### src/jsu_pkg.sv
// Package for the JSON string unescape decoder: payload types, codes and helpers.
package jsu_pkg;

  localparam int QDEPTH = 4;
  localparam int QAW = $clog2(QDEPTH);
  localparam int QCW = $clog2(QDEPTH + 1);

  localparam logic [1:0] MODE_PLAIN = 2'd0;
  localparam logic [1:0] MODE_ESC   = 2'd1;
  localparam logic [1:0] MODE_HEX   = 2'd2;

  localparam logic [2:0] ST_BYTE   = 3'd0;
  localparam logic [2:0] ST_CLOSED = 3'd1;
  localparam logic [2:0] ST_UNTERM = 3'd2;
  localparam logic [2:0] ST_BADESC = 3'd3;
  localparam logic [2:0] ST_SHORT  = 3'd4;
  localparam logic [2:0] ST_BADHEX = 3'd5;

  localparam logic [7:0] CH_QUOTE = 8'h22;
  localparam logic [7:0] CH_BSLASH = 8'h5C;
  localparam logic [7:0] CH_U = 8'h75;

  typedef struct packed {
    logic [7:0] in_byte;
    logic       text_ends;
  } in_item_t;

  typedef struct packed {
    logic [7:0] out_byte;
    logic [2:0] status;
    logic       last;
  } out_item_t;

  // One queued command: 1 to 3 results, all bytes precomputed.
  typedef struct packed {
    logic [1:0] cnt;
    logic [2:0] status;
    logic [7:0] b0;
    logic [7:0] b1;
    logic [7:0] b2;
  } cmd_t;

  typedef struct packed {
    logic       valid;
    logic [3:0] value;
  } hex_t;

  typedef struct packed {
    logic       valid;
    logic [7:0] value;
  } esc_t;

  function automatic hex_t hex_value(input logic [7:0] c);
    hex_t r;
    r.valid = 1'b1;
    r.value = 4'd0;
    if (c >= 8'h30 && c <= 8'h39) r.value = c[3:0];
    else if ((c >= 8'h61 && c <= 8'h66) || (c >= 8'h41 && c <= 8'h46))
      r.value = c[3:0] + 4'd9;
    else r.valid = 1'b0;
    return r;
  endfunction

  function automatic esc_t escape_byte(input logic [7:0] c);
    esc_t r;
    r.valid = 1'b1;
    unique case (c)
      8'h22:   r.value = 8'h22;
      8'h5C:   r.value = 8'h5C;
      8'h2F:   r.value = 8'h2F;
      8'h6E:   r.value = 8'h0A;
      8'h72:   r.value = 8'h0D;
      8'h74:   r.value = 8'h09;
      8'h62:   r.value = 8'h08;
      8'h66:   r.value = 8'h0C;
      default: begin
        r.valid = 1'b0;
        r.value = 8'h00;
      end
    endcase
    return r;
  endfunction

  function automatic cmd_t status_cmd(input logic [2:0] st);
    cmd_t r;
    r.cnt = 2'd1;
    r.status = st;
    r.b0 = 8'h00;
    r.b1 = 8'h00;
    r.b2 = 8'h00;
    return r;
  endfunction

  function automatic cmd_t byte_cmd(input logic [7:0] b);
    cmd_t r;
    r = status_cmd(ST_BYTE);
    r.b0 = b;
    return r;
  endfunction

  function automatic cmd_t utf8_cmd(input logic [15:0] cp);
    cmd_t r;
    r = status_cmd(ST_BYTE);
    if (cp < 16'h0080) begin
      r.b0 = cp[7:0];
    end else if (cp < 16'h0800) begin
      r.cnt = 2'd2;
      r.b0 = 8'hC0 | {3'b000, cp[10:6]};
      r.b1 = 8'h80 | {2'b00, cp[5:0]};
    end else begin
      r.cnt = 2'd3;
      r.b0 = 8'hE0 | {4'h0, cp[15:12]};
      r.b1 = 8'h80 | {2'b00, cp[11:6]};
      r.b2 = 8'h80 | {2'b00, cp[5:0]};
    end
    return r;
  endfunction

endpackage

### src/jsu_front.sv
// Front end: accepts text bytes, tracks escape state and builds result commands.
module jsu_front import jsu_pkg::*; (
  input  logic     clk,
  input  logic     rst,
  input  logic     in_valid,
  output logic     in_ready,
  input  in_item_t in_data,
  input  logic     q_ready,
  output logic     push,
  output cmd_t     cmd
);

  logic [1:0]  mode, mode_next;
  logic [1:0]  hex_count, hex_count_next;
  logic [15:0] code_point, code_point_next;
  logic        take;
  hex_t        hv;
  esc_t        ev;
  logic [15:0] cp_shift;

  assign in_ready = q_ready;
  assign take = in_valid && in_ready;
  assign hv = hex_value(in_data.in_byte);
  assign ev = escape_byte(in_data.in_byte);
  assign cp_shift = {code_point[11:0], hv.value};

  always_comb begin
    mode_next = mode;
    hex_count_next = hex_count;
    code_point_next = code_point;
    push = 1'b0;
    cmd = status_cmd(ST_UNTERM);
    priority if (in_data.text_ends) begin
      push = 1'b1;
      if (mode == MODE_ESC) cmd = status_cmd(ST_BADESC);
      else if (mode == MODE_HEX) cmd = status_cmd(ST_SHORT);
      mode_next = MODE_PLAIN;
      hex_count_next = 2'd0;
      code_point_next = 16'd0;
    end else if (mode == MODE_ESC) begin
      if (in_data.in_byte == CH_U) begin
        mode_next = MODE_HEX;
        hex_count_next = 2'd0;
        code_point_next = 16'd0;
      end else if (ev.valid) begin
        push = 1'b1;
        cmd = byte_cmd(ev.value);
        mode_next = MODE_PLAIN;
      end else begin
        push = 1'b1;
        cmd = status_cmd(ST_BADESC);
        mode_next = MODE_PLAIN;
        hex_count_next = 2'd0;
        code_point_next = 16'd0;
      end
    end else if (mode == MODE_HEX) begin
      if (!hv.valid) begin
        push = 1'b1;
        cmd = status_cmd(ST_BADHEX);
        mode_next = MODE_PLAIN;
        hex_count_next = 2'd0;
        code_point_next = 16'd0;
      end else if (hex_count == 2'd3) begin
        push = 1'b1;
        cmd = utf8_cmd(cp_shift);
        mode_next = MODE_PLAIN;
        hex_count_next = 2'd0;
        code_point_next = 16'd0;
      end else begin
        hex_count_next = hex_count + 2'd1;
        code_point_next = cp_shift;
      end
    end else begin
      // plain body, also the unused mode code
      if (in_data.in_byte == CH_QUOTE) begin
        push = 1'b1;
        cmd = status_cmd(ST_CLOSED);
        mode_next = MODE_PLAIN;
        hex_count_next = 2'd0;
        code_point_next = 16'd0;
      end else if (in_data.in_byte == CH_BSLASH) begin
        mode_next = MODE_ESC;
      end else begin
        push = 1'b1;
        cmd = byte_cmd(in_data.in_byte);
        mode_next = MODE_PLAIN;
      end
    end
    if (!take) push = 1'b0;
  end

  always_ff @(posedge clk) begin
    if (rst) begin
      mode <= MODE_PLAIN;
      hex_count <= 2'd0;
      code_point <= 16'd0;
    end else if (take) begin
      mode <= mode_next;
      hex_count <= hex_count_next;
      code_point <= code_point_next;
    end
  end

endmodule

### src/jsu_queue.sv
// Short command queue between the front end and the output sequencer.
module jsu_queue import jsu_pkg::*; (
  input  logic clk,
  input  logic rst,
  input  logic push,
  input  cmd_t wr_cmd,
  output logic q_ready,
  input  logic pop,
  output logic q_valid,
  output cmd_t rd_cmd
);

  cmd_t           slots [QDEPTH];
  logic [QAW-1:0] wr_ptr;
  logic [QAW-1:0] rd_ptr;
  logic [QCW-1:0] count;

  assign q_ready = (count != QCW'(QDEPTH));
  assign q_valid = (count != '0);
  assign rd_cmd = slots[rd_ptr];

  always_ff @(posedge clk) begin
    if (push) slots[wr_ptr] <= wr_cmd;
  end

  always_ff @(posedge clk) begin
    if (rst) begin
      wr_ptr <= '0;
      rd_ptr <= '0;
      count <= '0;
    end else begin
      if (push) wr_ptr <= wr_ptr + QAW'(1);
      if (pop) rd_ptr <= rd_ptr + QAW'(1);
      unique case ({push, pop})
        2'b10:   count <= count + QCW'(1);
        2'b01:   count <= count - QCW'(1);
        default: count <= count;
      endcase
    end
  end

endmodule

### src/jsu_back.sv
// Output sequencer: walks the bytes of the head command, one result per transaction.
module jsu_back import jsu_pkg::*; (
  input  logic      clk,
  input  logic      rst,
  input  logic      q_valid,
  input  cmd_t      q_cmd,
  output logic      pop,
  output logic      out_valid,
  input  logic      out_ready,
  output out_item_t out_data
);

  logic [1:0] idx;
  logic       is_last;
  logic       fire;

  assign out_valid = q_valid;
  assign fire = out_valid && out_ready;
  assign is_last = (idx == q_cmd.cnt - 2'd1);
  assign pop = fire && is_last;

  always_comb begin
    unique case (idx)
      2'd0:    out_data.out_byte = q_cmd.b0;
      2'd1:    out_data.out_byte = q_cmd.b1;
      default: out_data.out_byte = q_cmd.b2;
    endcase
    out_data.status = q_cmd.status;
    out_data.last = is_last;
  end

  always_ff @(posedge clk) begin
    if (rst) begin
      idx <= 2'd0;
    end else if (fire) begin
      idx <= is_last ? 2'd0 : idx + 2'd1;
    end
  end

endmodule

### src/json_string_unescape_decoder.sv
// Top level: JSON string body decoder with UTF-8 output of unicode escapes.
// A result is first written into the command queue and is offered at the output from there.
// Throughput: one input byte per cycle; output runs at one result per cycle while
// out_ready is high, so a unicode escape's 2- or 3-byte burst drains from the 4-entry
// command queue. Input stalls only while the command queue is full.
// Reset (rst, synchronous) returns to plain body mode and empties the queue.
module json_string_unescape_decoder import jsu_pkg::*; (
  input  logic      clk,
  input  logic      rst,
  input  logic      in_valid,
  output logic      in_ready,
  input  in_item_t  in_data,
  output logic      out_valid,
  input  logic      out_ready,
  output out_item_t out_data
);

  logic push;
  logic pop;
  logic q_ready;
  logic q_valid;
  cmd_t wr_cmd;
  cmd_t rd_cmd;

  jsu_front u_front (
    .clk      (clk),
    .rst      (rst),
    .in_valid (in_valid),
    .in_ready (in_ready),
    .in_data  (in_data),
    .q_ready  (q_ready),
    .push     (push),
    .cmd      (wr_cmd)
  );

  jsu_queue u_queue (
    .clk     (clk),
    .rst     (rst),
    .push    (push),
    .wr_cmd  (wr_cmd),
    .q_ready (q_ready),
    .pop     (pop),
    .q_valid (q_valid),
    .rd_cmd  (rd_cmd)
  );

  jsu_back u_back (
    .clk       (clk),
    .rst       (rst),
    .q_valid   (q_valid),
    .q_cmd     (rd_cmd),
    .pop       (pop),
    .out_valid (out_valid),
    .out_ready (out_ready),
    .out_data  (out_data)
  );

endmodule

### config.mk
export PLATFORM = sky130hd
export DESIGN_NAME = json_string_unescape_decoder
export DESIGN_NICKNAME = d
export VERILOG_FILES = /design/src/jsu_pkg.sv /design/src/jsu_front.sv /design/src/jsu_queue.sv /design/src/jsu_back.sv /design/src/json_string_unescape_decoder.sv
export SDC_FILE = /design/constraint.sdc
export NUM_CORES = 1
export LEC_CHECK = 0
export ABC_AREA = 1
export ABC_CLOCK_PERIOD_IN_PS = 3400
export BUFFER_PORTS_ARGS = -buffer_cell sky130_fd_sc_hd__buf_2
export CAP_MARGIN = 5
export CORE_UTILIZATION = 60
export DETAILED_ROUTE_END_ITERATION = 10
export GPL_ROUTABILITY_DRIVEN = 0
export GPL_TIMING_DRIVEN = 0
export PLACE_DENSITY = 0.76
export SLEW_MARGIN = 10
export SYNTH_ARGS = -nofsm -noshare
export SYNTH_HDL_FRONTEND = slang
export SYNTH_HIERARCHICAL = 1
export SYNTH_SLANG_ARGS = --single-unit
### constraint.sdc
create_clock -name clk -period 3.4 [get_ports clk]
set_clock_uncertainty 0.2 [all_clocks]
set_input_delay 0 -clock clk [delete_from_list [all_inputs] [get_ports clk]]
set_output_delay 0 -clock clk [all_outputs]
set_load 0.005 [all_outputs]
# Word level (Yosys, flattened, before mapping)
# Memory sizes are Yosys's and may differ from the RTL's. A register that Yosys moved wholly into a read port is not among the register bits.
# Index checks and enable logic that the tools add are counted.
# totals
reg_bits	25
elab_cells	120
mem_count	1
ram_bits	116
in_bits	13
# op_classes
mux	63
eq_ne	19
magnitude_cmp	8
n_reduce_logical	14
n_addsub	8
# memory_table
name	words	width	rd	rd_ports_with_merged_regs	wr	line_no	text
u_queue.slots	4	29	1	1	1	jsu_queue.sv:13	cmd_t slots [QDEPTH];
# op_table
operator	count
$mux W29	8
$mux W12	8
$eq A8 B7 Y1 const B	7
$pmux W7 S8	1
$mux W26	2
$mux W2	19
$mux W27	1
$eq A8 B6 Y1 const B	2
$ge A8 B7 Y1 const B	2
$le A8 B7 Y1 const B	2
$lt A16 B12 Y1 const B	1
$lt A16 B8 Y1 const B	1
$mux W1	16
$mux W16	1
$mux W8	2
$pmux W8 S2	1
$mux W14	1
$add A2 B1 Y2 const B	4
$ge A8 B6 Y1 const B	1
$le A8 B6 Y1 const B	1
$mux W4	2
$reduce_or A8 Y1	1
$eq A2 B1 Y1 const B	3
$eq A2 B2 Y1 const B	3
other kinds (17)	22

# Longest topological paths before layout
# depth
ltp_word	13
mapped_depth	19

# Modules after synthesis
# Netlist, hierarchy kept.
# modules_own_cells
module	area_each_um2	instances	cells_per_inst
jsu_queue	5054.8	1	339
jsu_front	1928.1	1	326
jsu_back	384.1	1	65

# Least setup slack after synthesis
# No wires, ideal clock.
# synth_timing
path_type	flip-flop to flip-flop
start	register u_front.hex_count[0]
end	memory u_queue/slots[0][0] (netlist bit), enable pin
period_less_slack_ps	2689
path_buffers	0
t_arrival_ps	2105
required_time_ps	2816
setup_slack_ps	711
path_stages_with_launch	8
setup_ps	384
path_cell_list	dfxtp_1 > ha_1 > clkinv_1 > nand3_1 > o21ai_0 > a21oi_1 > nand2_1 > inv_1
# synth_via
elab_chain_len	9
# synth_lines
item	line_no	text
from (decl)	jsu_front.sv:14	logic [1:0] hex_count, hex_count_next;
from (signal assigned)	jsu_front.sv:99	hex_count <= hex_count_next;
$eq A2 B2 Y1	jsu_front.sv:63	end else if (hex_count == 2'd3) begin
$mux W1	jsu_front.sv:63	
$mux W1	jsu_front.sv:57	if (!hv.valid) begin
$mux W1	jsu_front.sv:56	end else if (mode == MODE_HEX) begin
$mux W1	jsu_front.sv:40	end else if (mode == MODE_ESC) begin
$mux W1	jsu_front.sv:33	priority if (in_data.text_ends) begin
$mux W1	jsu_front.sv:89	if (!take) push = 1'b0;
via push	json_string_unescape_decoder.sv:18	logic push;
$mux W1	jsu_queue.sv:23	if (push) slots[wr_ptr] <= wr_cmd;
$mux W1 (not written as such)	jsu_queue.sv:23	
to (decl)	jsu_queue.sv:13	
# The timed path passes the listed nets, and every way through them passes these cells.

# Worst setup path after layout
# layout_timing
start	input port in_data[1] (netlist bit)
end	register u_queue.count[2]
# layout_via
elab_chain_len	12
elab_cells_between_ends	27
cone_classes	6 x order compare; 5 x eq/ne; 11 x mux; 5 x reduce/logical
# layout_lines
item	line_no	text
from (decl)	json_string_unescape_decoder.sv:12	input in_item_t in_data,
$ge A8 B7 Y1 or $le A8 B7 Y1 (tied branches)	jsu_pkg.sv:58	else if ((c >= 8'h61 && c <= 8'h66) || (c >= 8'h41 && c <= 8'h46))
$logic_and A1 B1 Y1	jsu_pkg.sv:58	
$logic_or A1 B1 Y1	jsu_pkg.sv:58	
$mux W1	jsu_pkg.sv:58	
$mux W1	jsu_pkg.sv:57	if (c >= 8'h30 && c <= 8'h39) r.value = c[3:0];
$mux W1	jsu_front.sv:57	
$mux W1	jsu_front.sv:56	
$mux W1 *	jsu_front.sv:40	
$mux W1 *	jsu_front.sv:33	
$mux W1 *	jsu_front.sv:89	
via push	json_string_unescape_decoder.sv:18	
$eq A2 B1 Y1 or $eq A2 B2 Y1 (tied branches)	jsu_queue.sv:34	unique case ({push, pop})
$pmux W3 S2 or $reduce_bool A2 Y1 (tied branches)	n/a	
to (signal assigned)	jsu_queue.sv:35	2'b10: count <= count + QCW'(1);
to (signal assigned)	jsu_queue.sv:36	2'b01: count <= count - QCW'(1);
to (signal assigned)	jsu_queue.sv:37	default: count <= count;
to (decl)	jsu_queue.sv:16	logic [QCW-1:0] count;
# Mark *: on every way through the listed nets, which the timed path passes. The rest lies on a longest branch.
# A chain may end at the register's enable or synchronous reset.

==> impl_metrics.py <==
metrics = {
    "floorplanning": {
        "placementRows": 40,
        "die_width_um": 113,
        "core_area_um2": 12000,
        "io_pins": 27,
        "dieArea_um2": 12700,
        "start_util": 0.613,
        "fp.dieH_um": 113,
    },
    "clock_tree": {
        "clock_path_buffers": 2,
        "postCtsSetupRepairBufs": 0,
        "cts.clk_slew.worst_paths_ns": 0.06,
        "cts_root_buf": "clkbuf_16",
        "clock-sinks": 143,
        "cts_tree": "built",
        "htree_levels": 4,
        "clock_latency_ns": 0.42,
        "cts_buffers": 17,
    },
    "setup_path": {
        "cp-end-kind": "flip-flop",
        "r2r-start": "u_front/hex_count[0]",
        "reg2reg_to": "u_queue/count[2]",
        "critPathArrivalTime_ns": 3.21,
        "path_buf_inv": 8,
        "cpMaxStageDelayCell": "dlygate4sd3_1",
        "critPathMaxStageDelay_ns": 0.53,
        "crit_start": "in_data[1]",
        "r2r_setup_slack_ns": 0.48,
        "crit_family": "buffers and inverters",
        "cp_common_cell": "inv_1",
        "rr_worst_depth": 15,
        "worstPathRequired_ns": 3.52,
        "path_class": "input pin to flip-flop",
        "cp-start-kind": "input pin",
        "crit_fanout": 8,
        "path_cells": "dlygate4sd3_1 > buf_2 > inv_1 > ha_1 > nand3b_1 > nand3_4 > nand2_4 > inv_1 > o21ai_1 > a21oi_2 > inv_2 > ha_1 > inv_1 > fa_1 > inv_1 > nand2_1 > nand3_1 > nand2_1 > inv_1 > nor2_1",
    },
    "logic_synthesis": {
        "ys_ff_latch": 143,
        "synth_ff_type": "edfxtp_1",
        "seq_area_frac_synth": 0.546,
        "synth_area_per_cell_um2": 10.1,
        "synth_area_um2": 7370,
        "synthDistinctLibCells": 44,
        "yosys_warnings": 6,
        "synth_edf_count": 116,
        "synthArstFlopShare": 0,
        "netlist_instances": 730,
    },
    "timing": {
        "finalHoldViolCount": 0,
        "hold_ws_ns": 0.0595,
        "grt_setup_unrepaired": "no",
        "worst_slew_pin_slew_ns": 0.754,
        "min_period_ns": 3.09,
        "finalCritPeriodShare": 0.909,
        "setup-tns-final_ns": 0,
        "max_slew_margin": 0.496,
        "fmax_ghz": 0.324,
        "setup_violations": 0,
        "maxSlewViolCount": 0,
    },
    "worst_hold_path": {
        "hp-class": "input pin to flip-flop",
        "hold_depth": 3,
        "min_to": "u_queue/slots[2][20]",
        "min_from": "in_data[5]",
    },
    "drt": {
        "detail-route-antenna-nets": 0,
        "wl_mm": 17.2,
        "drc": 0,
        "routedWlPerCell_um": 18.2,
        "firstDrtPassIters": 6,
        "drtIter0Drc": 521,
        "num_vias": 5573,
        "via_per_inst": 5.90,
    },
    "layout": {
        "diodes": 0,
        "final_util": 0.695,
        "drive_above_1_share": 0.238,
        "area_growth_syn_to_layout_pct": 13.2,
        "nFillCells": 922,
        "fin_area_um2": 8340,
        "fin_nets": 810,
    },
    "place": {
        "place_area_um2": 7670,
        "port_buffers": 24,
        "dp.final_hpwl_mm": 11.6,
    },
    "global_route": {
        "grt_max_degree": 30,
        "grt_use_total": 0.291,
        "grt_pass1_vias": 5572,
        "grt_pass1_wl_mm": 27.8,
        "grt_antenna_before_repair": 0,
        "overflow": 0,
    },
    "power": {
        "power_density_nw_per_um2": 648,
        "peakVddDrop_v": 0.000321,
        "p_leak_nw": 3.26,
    },
    "run_status": {
        "status": "finished clean",
    },
    "job": {
        "max_cap_viol_count": 0,
    },
}
[metrics by stage]
| stage | setup slack, ns | cells | total power [mW] |
|---|---|---|---|
| 4_1_cts | 0.160 | 944 | 5.42 |
| 3_5_place_dp | -0.0454 | 902 | 3.69 |
| 2_1_floorplan | 0.711 | 731 | 3.22 |
| 3_3_place_gp | -0.0325 | 902 | 3.64 |
| 5_1_grt | 0.0795 | 944 | 5.65 |
| 6_report | 0.309 | 944 | 5.41 |
[power by group]
group | leakage [nW] | internal (mW) | switching, mW | total [mW]
registers | 1.30 | 2.07 | 0.0653 | 2.13
clock network | 0.282 | 1.07 | 0.657 | 1.73
logic | 1.68 | 0.571 | 0.980 | 1.55
[synthesized netlist by cell type (2+ instances only)]
library cell,number,area (um^2)
edfxtp_1,116,3480
nand2_1,93,349
nor2_1,86,323
o21ai_0,78,390
inv_1,60,225
nand3_1,34,170
dfxtp_1,27,541
a21oi_1,21,105
nor2_4,20,225
o22ai_2,20,250
nor2_2,18,113
nand4_1,15,93.8
buf_2,14,70.1
buf_4,12,90.1
ha_1,12,150
inv_2,12,45.0
a22oi_1,11,82.6
o21ai_1,11,55.1
nand2_2,10,62.6
o22ai_1,9,56.3
a21oi_2,6,52.6
clkbuf_1,6,22.5
buf_6,5,56.3
nand2_4,5,56.3
a31oi_1,3,18.8
nor2_8,3,60.1
buf_12,2,40.0
clkinv_1,2,7.51
nand3_4,2,35.0
nor3_1,2,10.0
o21ai_2,2,17.5
[worst register-to-register path, cell delays in order (launching register included)]
cell and delay, ns:
dfxtp_1 0.36, ha_1 0.19, clkinv_1 0.32, nand3_1 0.31, o21ai_1 0.14, a21oi_2 0.32, inv_2 0.11, ha_1 0.23
inv_1 0.09, fa_1 0.19, inv_1 0.05, nand2_1 0.08, nand3_1 0.09, nand2_1 0.07, inv_1 0.03, nor2_1 0.09
[repair_timing]
| item | in CTS | in global routing |
|---|---|---|
| endpoints found under the hold margin | 41 | 0 |
| pin swaps | 0 | 0 |
| hold buffers | 10 | 0 |
| endpoints found under the setup margin | 29 | 118 |
| gates resized for setup | 1 | 2 |
[state kept, by name, indices dropped and copies added (netlist names), named ones only]
name,cells
u_front/code_point,12
u_queue/count,3
u_front/hex_count,2
u_queue/rd_ptr,2
u_queue/wr_ptr,2
u_front/mode,2
u_queue/slots,116
u_back/idx,2
[layer usage]
layer | track usage | routed length, um
met4 | 0.167 | 561
met3 | 0.0461 | 933
met2 | 0.482 | 8480
met5 | 0 | 0
met1 | 0.365 | 7220
[kinds of logic (layout without fill, tap and decap cells)]
| family | count (synthesis) | after routing | share of synthesized area |
|---|---|---|---|
| xor+xnor | 1 | 1 | 0.00119 |
| compound gates | 165 | 165 | 0.144 |
| simple gates | 294 | 294 | 0.210 |
| flops | 143 | 143 | 0.546 |
| buf+inv | 113 | 179 | 0.0756 |
| fa+ha+maj | 13 | 13 | 0.0231 |
| other cells | 1 | 2 | 0.000509 |
[cells in the final DEF (no fill, tap or decap), types with 3 or more instances in the layout]
cell type | synthesis | routed
buf_4 | 12 | 12
ha_1 | 12 | 12
o22ai_1 | 9 | 9
nor2_2 | 18 | 18
nand4_1 | 15 | 15
buf_6 | 5 | 5
inv_1 | 60 | 56
a21oi_1 | 21 | 20
o22ai_2 | 20 | 20
clkinv_1 | 2 | 3
a22oi_1 | 11 | 11
a21oi_2 | 6 | 7
o21ai_0 | 78 | 77
nor2_1 | 86 | 86
nand2_1 | 93 | 93
clkinv_2 | 0 | 5
inv_2 | 12 | 15
a31oi_1 | 3 | 3
o21ai_1 | 11 | 12
nor2_4 | 20 | 20
clkbuf_16 | 0 | 19
clkbuf_1 | 6 | 10
dfxtp_1 | 27 | 27
dlygate4sd3_1 | 0 | 10
nand2_4 | 5 | 5
nand3_1 | 34 | 34
nor2_8 | 3 | 3
nand2_2 | 10 | 10
edfxtp_1 | 116 | 116
buf_2 | 14 | 38
clkbuf_8 | 0 | 3
[layout make-up]
cell class / count / area, um^2 / area share
inverter: 74 / 282 / 0.0337
clock buffer: 26 / 532 / 0.0637
sequential: 143 / 4020 / 0.482
timing repair buffer: 34 / 220 / 0.0264
buffer: 39 / 279 / 0.0334
tap: 147 / 184 / 0.0220
multi-input combinational: 475 / 2790 / 0.335
clock inverter: 6 / 28.8 / 0.00345
[worst max path at each step]
stage | end | slack, ns | cells after the start
after floorplan | u_queue/slots[0][0] | 0.71 | 7
after global placement | u_queue/slots[0][6] | -0.03 | 7
after detailed placement | u_queue/slots[2][6] | -0.05 | 7
after CTS | u_queue/slots[2][3] | 0.16 | 12
after global routing | u_queue/count[2] | 0.08 | 20
final | u_queue/count[2] | 0.31 | 20
No activity file was read; power rests on OpenSTA's default activity.
